$ cat src/rtl/core/ppi_pkg.sv
`timescale 1ns / 1ps
// Shared types, widths and the arithmetic sequence program of the interpolator.
// Used by ppi_ctrl, ppi_dp and the top level; depends on nothing.
package ppi_pkg;

  localparam int MAX_POINTS  = 16;
  localparam int IDX_W       = $clog2(MAX_POINTS);
  localparam int CNT_W       = 5;
  localparam int VALUE_WIDTH = 32;
  localparam int X_W         = 32;
  localparam int DIFF_W      = X_W + 1;
  localparam int LIMB_W      = 32;
  localparam int LIMBS       = 4;
  localparam int PROD_W      = LIMB_W * LIMBS;
  localparam int PP_W        = LIMB_W + DIFF_W;
  localparam int NUM_W       = PROD_W + 2;
  localparam int NMAG_W      = NUM_W - 1;
  localparam int DMAG_W      = 3 * X_W + 1;
  localparam int STEP_W      = 8;
  localparam int PC_W        = 5;

  localparam int IN_TDATA_W  = 104;
  localparam int OUT_TDATA_W = 40;

  localparam logic [PC_W-1:0] PC_LINE = 5'd0;
  localparam logic [PC_W-1:0] PC_PARA = 5'd8;

  localparam logic MODE_LOAD  = 1'b0;
  localparam logic MODE_QUERY = 1'b1;

  localparam logic [CNT_W-1:0] COUNT_RESET = 5'd2;

  typedef enum logic [3:0] {
    ST_IDLE, ST_EDGE, ST_DECIDE, ST_ROUTE, ST_SCAN, ST_CLAMP, ST_FETCH,
    ST_CALC, ST_DIV_INIT, ST_DIV, ST_ROUND, ST_SAT, ST_DONE
  } state_t;

  typedef enum logic [4:0] {
    OP_NONE, OP_START, OP_E0, OP_E1, OP_E2, OP_E3, OP_DECIDE, OP_SCAN,
    OP_CLAMP, OP_CAP_A, OP_CAP_B, OP_CAP_C, OP_PLOAD, OP_PMUL, OP_NUM_SET,
    OP_NUM_ADD, OP_DEN_SET, OP_DIV_INIT, OP_DIV_STEP, OP_ROUND, OP_SAT,
    OP_ERR, OP_OUT
  } op_t;

  // factor sources over the three fetched points a, b, c and the target t
  typedef enum logic [3:0] {
    FAC_YA, FAC_YB, FAC_YC, FAC_T_XA, FAC_T_XB, FAC_T_XC,
    FAC_DA, FAC_DB, FAC_NDB, FAC_DC, FAC_GAP, FAC_DY
  } fac_t;

  typedef struct packed {
    op_t              op;
    fac_t             fac;
    logic [2:0]       limb;
    logic [IDX_W-1:0] idx;
    logic [IDX_W-1:0] addr;
    logic             we;
  } cmd_t;

  typedef struct packed {
    logic [CNT_W-1:0] n;
    logic             linear;
    logic [IDX_W-1:0] center;
    logic             den_zero;
    logic             out_busy;
  } stat_t;

  typedef struct packed {
    op_t  op;
    fac_t fac;
    logic last;
  } prog_t;

  // Line: den = gap, num = ya*gap + dy*(t-xa).
  // Parabola: Lagrange form over a, b, c with den = da*db*dc.
  function automatic prog_t prog_step(input logic [PC_W-1:0] pc);
    prog_t p;
    case (pc)
      5'd0:    p = '{op: OP_PLOAD,   fac: FAC_GAP,  last: 1'b0};
      5'd1:    p = '{op: OP_DEN_SET, fac: FAC_YA,   last: 1'b0};
      5'd2:    p = '{op: OP_PLOAD,   fac: FAC_YA,   last: 1'b0};
      5'd3:    p = '{op: OP_PMUL,    fac: FAC_GAP,  last: 1'b0};
      5'd4:    p = '{op: OP_NUM_SET, fac: FAC_YA,   last: 1'b0};
      5'd5:    p = '{op: OP_PLOAD,   fac: FAC_DY,   last: 1'b0};
      5'd6:    p = '{op: OP_PMUL,    fac: FAC_T_XA, last: 1'b0};
      5'd7:    p = '{op: OP_NUM_ADD, fac: FAC_YA,   last: 1'b1};
      5'd8:    p = '{op: OP_PLOAD,   fac: FAC_DA,   last: 1'b0};
      5'd9:    p = '{op: OP_PMUL,    fac: FAC_DB,   last: 1'b0};
      5'd10:   p = '{op: OP_PMUL,    fac: FAC_DC,   last: 1'b0};
      5'd11:   p = '{op: OP_DEN_SET, fac: FAC_YA,   last: 1'b0};
      5'd12:   p = '{op: OP_PLOAD,   fac: FAC_YA,   last: 1'b0};
      5'd13:   p = '{op: OP_PMUL,    fac: FAC_T_XB, last: 1'b0};
      5'd14:   p = '{op: OP_PMUL,    fac: FAC_T_XC, last: 1'b0};
      5'd15:   p = '{op: OP_PMUL,    fac: FAC_DC,   last: 1'b0};
      5'd16:   p = '{op: OP_NUM_SET, fac: FAC_YA,   last: 1'b0};
      5'd17:   p = '{op: OP_PLOAD,   fac: FAC_YB,   last: 1'b0};
      5'd18:   p = '{op: OP_PMUL,    fac: FAC_T_XA, last: 1'b0};
      5'd19:   p = '{op: OP_PMUL,    fac: FAC_T_XC, last: 1'b0};
      5'd20:   p = '{op: OP_PMUL,    fac: FAC_NDB,  last: 1'b0};
      5'd21:   p = '{op: OP_NUM_ADD, fac: FAC_YA,   last: 1'b0};
      5'd22:   p = '{op: OP_PLOAD,   fac: FAC_YC,   last: 1'b0};
      5'd23:   p = '{op: OP_PMUL,    fac: FAC_T_XA, last: 1'b0};
      5'd24:   p = '{op: OP_PMUL,    fac: FAC_T_XB, last: 1'b0};
      5'd25:   p = '{op: OP_PMUL,    fac: FAC_DA,   last: 1'b0};
      5'd26:   p = '{op: OP_NUM_ADD, fac: FAC_YA,   last: 1'b1};
      default: p = '{op: OP_NONE,    fac: FAC_YA,   last: 1'b1};
    endcase
    return p;
  endfunction

endpackage

$ cat src/rtl/core/ppi_ctrl.sv
`timescale 1ns / 1ps
// Controller of the interpolator: sequences table reads, the arithmetic program
// and the divider. Depends on ppi_pkg.
module ppi_ctrl (
  input  logic                      clk,
  input  logic                      rst_n,
  input  logic                      in_tvalid,
  input  logic                      in_mode,
  input  logic [ppi_pkg::IDX_W-1:0] in_point_index,
  input  ppi_pkg::stat_t            stat,
  output ppi_pkg::cmd_t             cmd,
  output logic                      in_tready
);
  import ppi_pkg::*;

  state_t            state_r, state_nxt;
  logic [STEP_W-1:0] cnt_r, cnt_nxt;
  logic [PC_W-1:0]   pc_r, pc_nxt;
  prog_t             prog;

  assign prog = prog_step(pc_r);

  // next state
  always_comb begin
    state_nxt = state_r;
    cnt_nxt   = cnt_r;
    pc_nxt    = pc_r;
    case (state_r)
      ST_IDLE: begin
        cnt_nxt = '0;
        if (in_tvalid && in_mode == MODE_QUERY) begin
          state_nxt = ST_EDGE;
        end
      end
      ST_EDGE: begin
        cnt_nxt = cnt_r + 1'b1;
        if (cnt_r == 8'd4) begin
          state_nxt = ST_DECIDE;
        end
      end
      ST_DECIDE: state_nxt = ST_ROUTE;
      ST_ROUTE: begin
        cnt_nxt = '0;
        if (stat.linear) begin
          state_nxt = ST_FETCH;
          pc_nxt    = PC_LINE;
        end else begin
          state_nxt = ST_SCAN;
        end
      end
      ST_SCAN: begin
        cnt_nxt = cnt_r + 1'b1;
        if (cnt_r == {3'b000, stat.n}) begin
          state_nxt = ST_CLAMP;
        end
      end
      ST_CLAMP: begin
        cnt_nxt   = '0;
        pc_nxt    = PC_PARA;
        state_nxt = ST_FETCH;
      end
      ST_FETCH: begin
        cnt_nxt = cnt_r + 1'b1;
        if ((stat.linear && cnt_r == 8'd2) || cnt_r == 8'd3) begin
          cnt_nxt   = '0;
          state_nxt = ST_CALC;
        end
      end
      ST_CALC: begin
        if (prog.op == OP_PMUL && cnt_r != STEP_W'(LIMBS)) begin
          cnt_nxt = cnt_r + 1'b1;
        end else begin
          cnt_nxt = '0;
          if (prog.last) begin
            state_nxt = ST_DIV_INIT;
          end else begin
            pc_nxt = pc_r + 1'b1;
          end
        end
      end
      ST_DIV_INIT: begin
        cnt_nxt   = '0;
        state_nxt = ST_DIV;
      end
      ST_DIV: begin
        cnt_nxt = cnt_r + 1'b1;
        if (cnt_r == STEP_W'(NMAG_W - 1)) begin
          state_nxt = ST_ROUND;
        end
      end
      ST_ROUND: state_nxt = ST_SAT;
      ST_SAT:   state_nxt = ST_DONE;
      ST_DONE: begin
        if (!stat.out_busy) begin
          state_nxt = ST_IDLE;
        end
      end
      default: state_nxt = ST_IDLE;
    endcase
  end

  // commands to the datapath
  always_comb begin
    in_tready = 1'b0;
    cmd.op    = OP_NONE;
    cmd.fac   = FAC_YA;
    cmd.limb  = cnt_r[2:0];
    cmd.idx   = cnt_r[IDX_W-1:0] - 1'b1;
    cmd.addr  = '0;
    cmd.we    = 1'b0;
    case (state_r)
      ST_IDLE: begin
        in_tready = 1'b1;
        cmd.addr  = in_point_index;
        cmd.we    = in_tvalid && in_mode == MODE_LOAD;
        if (in_tvalid && in_mode == MODE_QUERY) begin
          cmd.op = OP_START;
        end
      end
      ST_EDGE: begin
        case (cnt_r)
          8'd0:    cmd.addr = '0;
          8'd1:    cmd.addr = IDX_W'(1);
          8'd2:    cmd.addr = IDX_W'(stat.n - 5'd2);
          default: cmd.addr = IDX_W'(stat.n - 5'd1);
        endcase
        case (cnt_r)
          8'd1:    cmd.op = OP_E0;
          8'd2:    cmd.op = OP_E1;
          8'd3:    cmd.op = OP_E2;
          8'd4:    cmd.op = OP_E3;
          default: cmd.op = OP_NONE;
        endcase
      end
      ST_DECIDE: cmd.op = OP_DECIDE;
      ST_SCAN: begin
        cmd.addr = cnt_r[IDX_W-1:0];
        if (cnt_r != '0) begin
          cmd.op = OP_SCAN;
        end
      end
      ST_CLAMP: cmd.op = OP_CLAMP;
      ST_FETCH: begin
        cmd.addr = stat.center - 1'b1 + cnt_r[IDX_W-1:0];
        case (cnt_r)
          8'd1:    cmd.op = OP_CAP_A;
          8'd2:    cmd.op = OP_CAP_B;
          8'd3:    cmd.op = OP_CAP_C;
          default: cmd.op = OP_NONE;
        endcase
      end
      ST_CALC: begin
        cmd.op  = prog.op;
        cmd.fac = prog.fac;
      end
      ST_DIV_INIT: cmd.op = OP_DIV_INIT;
      ST_DIV:      cmd.op = OP_DIV_STEP;
      ST_ROUND:    cmd.op = OP_ROUND;
      ST_SAT:      cmd.op = stat.den_zero ? OP_ERR : OP_SAT;
      ST_DONE: begin
        if (!stat.out_busy) begin
          cmd.op = OP_OUT;
        end
      end
      default: cmd.op = OP_NONE;
    endcase
  end

  always_ff @(posedge clk) begin
    if (!rst_n) begin
      state_r <= ST_IDLE;
      cnt_r   <= '0;
      pc_r    <= '0;
    end else begin
      state_r <= state_nxt;
      cnt_r   <= cnt_nxt;
      pc_r    <= pc_nxt;
    end
  end

endmodule

$ cat config.mk
export PLATFORM = sky130hd
export DESIGN_NAME = ppi_ctrl
export DESIGN_NICKNAME = d
export VERILOG_FILES = /design/src/rtl/core/ppi_pkg.sv /design/src/rtl/core/ppi_ctrl.sv
export SDC_FILE = /design/constraint.sdc
export NUM_CORES = 1
export LEC_CHECK = 0
export ABC_AREA = 1
export BUFFER_PORTS_ARGS = -buffer_cell sky130_fd_sc_hd__buf_2
export CAP_MARGIN = 10
export CORE_MARGIN = 10
export CORE_UTILIZATION = 30
export CTS_CLUSTER_SIZE = 40
export DETAILED_ROUTE_END_ITERATION = 10
export PLACE_DENSITY_LB_ADDON = 0.1
export REMOVE_ABC_BUFFERS = 1
export SETUP_SLACK_MARGIN = 0.05
export SLEW_MARGIN = 20
export SYNTH_ARGS = -nofsm -noshare
export SYNTH_HDL_FRONTEND = slang
export SYNTH_SLANG_ARGS = --single-unit
$ cat constraint.sdc
create_clock -name clk -period 3.6 [get_ports clk]
set_input_delay 0.72 -clock clk [delete_from_list [all_inputs] [get_ports clk]]
set_output_delay 0.72 -clock clk [all_outputs]
set_load 0.01 [all_outputs]
==> flow_results.xml <==
<?xml version="1.0" encoding="UTF-8"?>
<metrics>
  <group name="run_status">
    <metric name="run_status" unit="">finished clean</metric>
  </group>
  <group name="timing">
    <metric name="holdWs" unit="ns">0.540</metric>
    <metric name="setup_violations" unit="">0</metric>
    <metric name="grt_setup_unrepaired" unit="">false</metric>
    <metric name="final_hold_violation_count" unit="">0</metric>
    <metric name="period_needed" unit="ns">3.16</metric>
    <metric name="setup_ws" unit="ns">0.444</metric>
    <metric name="setup_total_negative_slack" unit="ns">0</metric>
    <metric name="relSlewSlack" unit="%">63.9</metric>
    <metric name="finClkSkew" unit="ns">0.00597</metric>
    <metric name="max_slew.worst_pin.slew" unit="ns">0.539</metric>
    <metric name="finalMaxSlewViolations" unit="">0</metric>
    <metric name="achievable-frequency" unit="MHz">317</metric>
    <metric name="period_share" unit="%">87.7</metric>
  </group>
  <group name="grt">
    <metric name="first_global_vias" unit="">2571</metric>
    <metric name="grt.total_usage" unit="%">11.6</metric>
    <metric name="antenna_found_initial" unit="">0</metric>
    <metric name="globalRouteOverflowTotal" unit="">0</metric>
    <metric name="grt_first_pass_wirelength" unit="mm">12.8</metric>
    <metric name="grt_max_degree" unit="">17</metric>
  </group>
  <group name="logic_synthesis">
    <metric name="synth_seq_area_share" unit="%">20.0</metric>
    <metric name="dominantRegCellSynth" unit="">sky130_fd_sc_hd__dfxtp_1</metric>
    <metric name="mappedNetlistArea" unit="mm^2">0.00260</metric>
    <metric name="yosys_warnings" unit="">0</metric>
    <metric name="synth-edff-count" unit="">0</metric>
    <metric name="synthArstFlopShare" unit="%">0</metric>
    <metric name="ys_seq_elements" unit="">26</metric>
    <metric name="yosysUniqueCellTypes" unit="">39</metric>
    <metric name="syn_avg_cell_area" unit="um^2">6.30</metric>
    <metric name="synth_cells" unit="">413</metric>
  </group>
  <group name="clock_network">
    <metric name="cts_buffer_depth" unit="">2</metric>
    <metric name="cts_tree" unit="">yes</metric>
    <metric name="cts-htree-levels" unit="">1</metric>
    <metric name="tritoncts.num_buffers" unit="">3</metric>
    <metric name="clk_pin_slew" unit="ns">0.09</metric>
    <metric name="cts.repair.resized" unit="">0</metric>
    <metric name="cts.sinks" unit="">26</metric>
    <metric name="clock_latency" unit="ns">0.27</metric>
    <metric name="clock-root-buffer" unit="">sky130_fd_sc_hd__clkbuf_8</metric>
    <metric name="post_cts_buffers" unit="">0</metric>
    <metric name="cts_hold_repair.buffers" unit="">0</metric>
  </group>
  <group name="setup_path">
    <metric name="critical_path.top_delay_family" unit="">adder cells</metric>
    <metric name="rr_startpoint" unit="">cnt_r[0]</metric>
    <metric name="critical_path.n_buffers_inverters" unit="">3</metric>
    <metric name="timing.setup.critical_path_class" unit="">flop to output pin</metric>
    <metric name="worst_path_max_delay_cell" unit="">sky130_fd_sc_hd__dfxtp_1</metric>
    <metric name="worst-path-max-fanout" unit="">7</metric>
    <metric name="worst_path_largest_cell_delay" unit="ns">0.46</metric>
    <metric name="critPathLaunchType" unit="">flop</metric>
    <metric name="crit_required" unit="ns">2.88</metric>
    <metric name="worst_setup_path_startpoint" unit="">cnt_r[1]</metric>
    <metric name="worstSetupEndpointType" unit="">output pin</metric>
    <metric name="cp_cell_sequence" unit="">inv_1 -&gt; ha_1 -&gt; inv_1 -&gt; ha_1 -&gt; fa_1 -&gt; xnor2_1 -&gt; xnor2_1 -&gt; o211ai_1 -&gt; buf_2</metric>
    <metric name="timing.critical_path.arrival" unit="ns">2.44</metric>
  </group>
  <group name="detailed_routing">
    <metric name="wl" unit="mm">7.48</metric>
    <metric name="via_count" unit="">2686</metric>
    <metric name="routed_via_density" unit="">4.84</metric>
    <metric name="drcViolationCount" unit="">0</metric>
    <metric name="drt_first_pass_iters" unit="">5</metric>
    <metric name="drtAntennaViolNets" unit="">0</metric>
    <metric name="drt_iter0_drc" unit="">142</metric>
    <metric name="drt-wirelength-per-cell" unit="um">13.5</metric>
  </group>
  <group name="floorplan">
    <metric name="start_util" unit="%">31.2</metric>
    <metric name="die_area" unit="mm^2">0.0128</metric>
    <metric name="chipWidth" unit="um">113</metric>
    <metric name="die_h" unit="um">113</metric>
    <metric name="coreArea" unit="mm^2">0.00834</metric>
    <metric name="number_of_top_level_design_ports" unit="">42</metric>
    <metric name="placement_rows" unit="">33</metric>
  </group>
  <group name="final_layout">
    <metric name="nets" unit="">494</metric>
    <metric name="layout-area-overhead-vs-synth" unit="%">12.8</metric>
    <metric name="fin_cells" unit="">555</metric>
    <metric name="finish.utilization" unit="%">35.2</metric>
    <metric name="final_cell_area" unit="mm^2">0.00294</metric>
    <metric name="antenna_cells_inserted" unit="">0</metric>
    <metric name="drive_gt1_share" unit="%">17.6</metric>
  </group>
  <group name="power_and_ir_drop">
    <metric name="p_leak" unit="nW">1.45</metric>
    <metric name="power.share.clock" unit="%">11.6</metric>
    <metric name="share_seq_of_total_power" unit="%">26.5</metric>
    <metric name="total_power" unit="mW">1.46</metric>
    <metric name="part_of_the_power_in_combinational_logic" unit="%">61.9</metric>
    <metric name="power.density_cell_area" unit="mW/mm^2">499</metric>
    <metric name="swShare" unit="%">51.2</metric>
    <metric name="total_switching_power" unit="uW">749</metric>
    <metric name="p_int" unit="uW">715</metric>
    <metric name="irDropWorstVdd" unit="mV">0.165</metric>
  </group>
  <group name="min_path">
    <metric name="worstHoldStart" unit="">pc_r[0]</metric>
    <metric name="worst_hold_path_type" unit="">flop to flop</metric>
  </group>
  <group name="placement">
    <metric name="placement.cell_area" unit="mm^2">0.00289</metric>
    <metric name="detailedPlace.worstSlack" unit="ns">0.474</metric>
    <metric name="place.detailed.hpwl" unit="mm">6.24</metric>
    <metric name="cells_after_dpl" unit="">552</metric>
    <metric name="gp_congestion" unit="">0.879</metric>
    <metric name="io_buffers" unit="">41</metric>
  </group>
  <group name="job">
    <metric name="maxCapViolations" unit="">0</metric>
  </group>
</metrics>
[logic make-up (layout without fill, tap and decap cells)]
family | count (synthesis) | in the layout | synth area share, %
xor+xnor | 15 | 15 | 5.05
simple gates | 219 | 219 | 39.9
flops | 26 | 26 | 20.0
fa+ha+maj | 22 | 22 | 10.9
buf+inv | 76 | 113 | 12.1
compound gates | 55 | 55 | 12.2
[sequential cells by signal (all words and copies together), names as in the netlist]
register,flops
cnt_r,8
pc_r,5
prog,9
state_r,4
[synthesized netlist by cell type, types with 2 or more instances]
library cell | n | area share [%]
sky130_fd_sc_hd__a211oi_1 | 3 | 0.87
sky130_fd_sc_hd__a21oi_1 | 14 | 2.7
sky130_fd_sc_hd__buf_2 | 3 | 0.58
sky130_fd_sc_hd__buf_4 | 4 | 1.2
sky130_fd_sc_hd__clkinv_2 | 2 | 0.38
sky130_fd_sc_hd__dfxtp_1 | 26 | 20
sky130_fd_sc_hd__ha_1 | 21 | 10
sky130_fd_sc_hd__inv_1 | 59 | 8.5
sky130_fd_sc_hd__inv_2 | 6 | 0.87
sky130_fd_sc_hd__nand2_1 | 92 | 13
sky130_fd_sc_hd__nand2_2 | 8 | 1.9
sky130_fd_sc_hd__nand2_4 | 3 | 1.3
sky130_fd_sc_hd__nand3_1 | 36 | 6.9
sky130_fd_sc_hd__nand3_2 | 2 | 0.77
sky130_fd_sc_hd__nand3_4 | 2 | 1.3
sky130_fd_sc_hd__nand4_1 | 8 | 1.9
sky130_fd_sc_hd__nor2_1 | 44 | 6.3
sky130_fd_sc_hd__nor2_2 | 7 | 1.7
sky130_fd_sc_hd__nor3_1 | 10 | 1.9
sky130_fd_sc_hd__nor4_1 | 2 | 0.48
sky130_fd_sc_hd__o2111ai_1 | 2 | 0.67
sky130_fd_sc_hd__o211ai_1 | 3 | 0.87
sky130_fd_sc_hd__o21ai_0 | 17 | 3.3
sky130_fd_sc_hd__o21ai_1 | 6 | 1.2
sky130_fd_sc_hd__o22ai_1 | 5 | 1.2
sky130_fd_sc_hd__o31ai_1 | 2 | 0.58
sky130_fd_sc_hd__xnor2_1 | 6 | 2.0
sky130_fd_sc_hd__xor2_1 | 9 | 3.0
[routing by layer]
metal  part of all wire (%)  global-route usage [%]  vias to the layer above  wire length, um
li1                       -                       -                     1400                -
met1                     51                    16.2                     1212             3780
met2                     44                    18.0                       66             3290
met3                    4.4                    1.90                        8              327
met4                    1.0                    2.37                        0               78
met5                      0                       0                        -                0
[power by group through the flow]
stage	sequential, mW	clock, mW	combinational, mW
global placement	0.395	0	0.919
detailed placement	0.396	0	0.911
CTS	0.389	0.179	0.916
global route	0.400	0.187	1.03
floorplan	0.386	0	0.626
finish	0.388	0.169	0.907
[worst min-delay path, delay by kind of cell, from the launching register on]
kind / cells / cell delay (ns)
flops: 1 / 0.34
simple gates: 1 / 0.09
compound gates: 1 / 0.07
[area by class of cell]
class / instances / area [um^2]
Tap cell: 105 / 131
Multi-Input combinational cell: 311 / 1770
Timing Repair Buffer: 43 / 220
Fill cell: 962 / 5410
Clock buffer: 3 / 41.3
Inverter: 67 / 254
Sequential cell: 26 / 520
[layout by cell type (no fill, tap or decap), types with 10 or more instances in the layout]
master,Yosys,final
sky130_fd_sc_hd__nand2_1,92,92
sky130_fd_sc_hd__inv_1,59,59
sky130_fd_sc_hd__nor2_1,44,44
sky130_fd_sc_hd__buf_2,3,41
sky130_fd_sc_hd__nand3_1,36,36
sky130_fd_sc_hd__dfxtp_1,26,26
sky130_fd_sc_hd__ha_1,21,21
sky130_fd_sc_hd__o21ai_0,17,17
sky130_fd_sc_hd__a21oi_1,14,14
sky130_fd_sc_hd__nor3_1,10,10
[path summary, 6_finish.rpt]
kind	endpoint	cells past startpoint	slack, ns
setup / recovery	cmd[4]	9	0.44
hold / removal	pc_r[0]	2	0.54
hold reg to reg	pc_r[0]	2	0.54
setup reg to reg	prog[2]	18	0.49
Note: power is estimated with default switching activity, not from simulation.
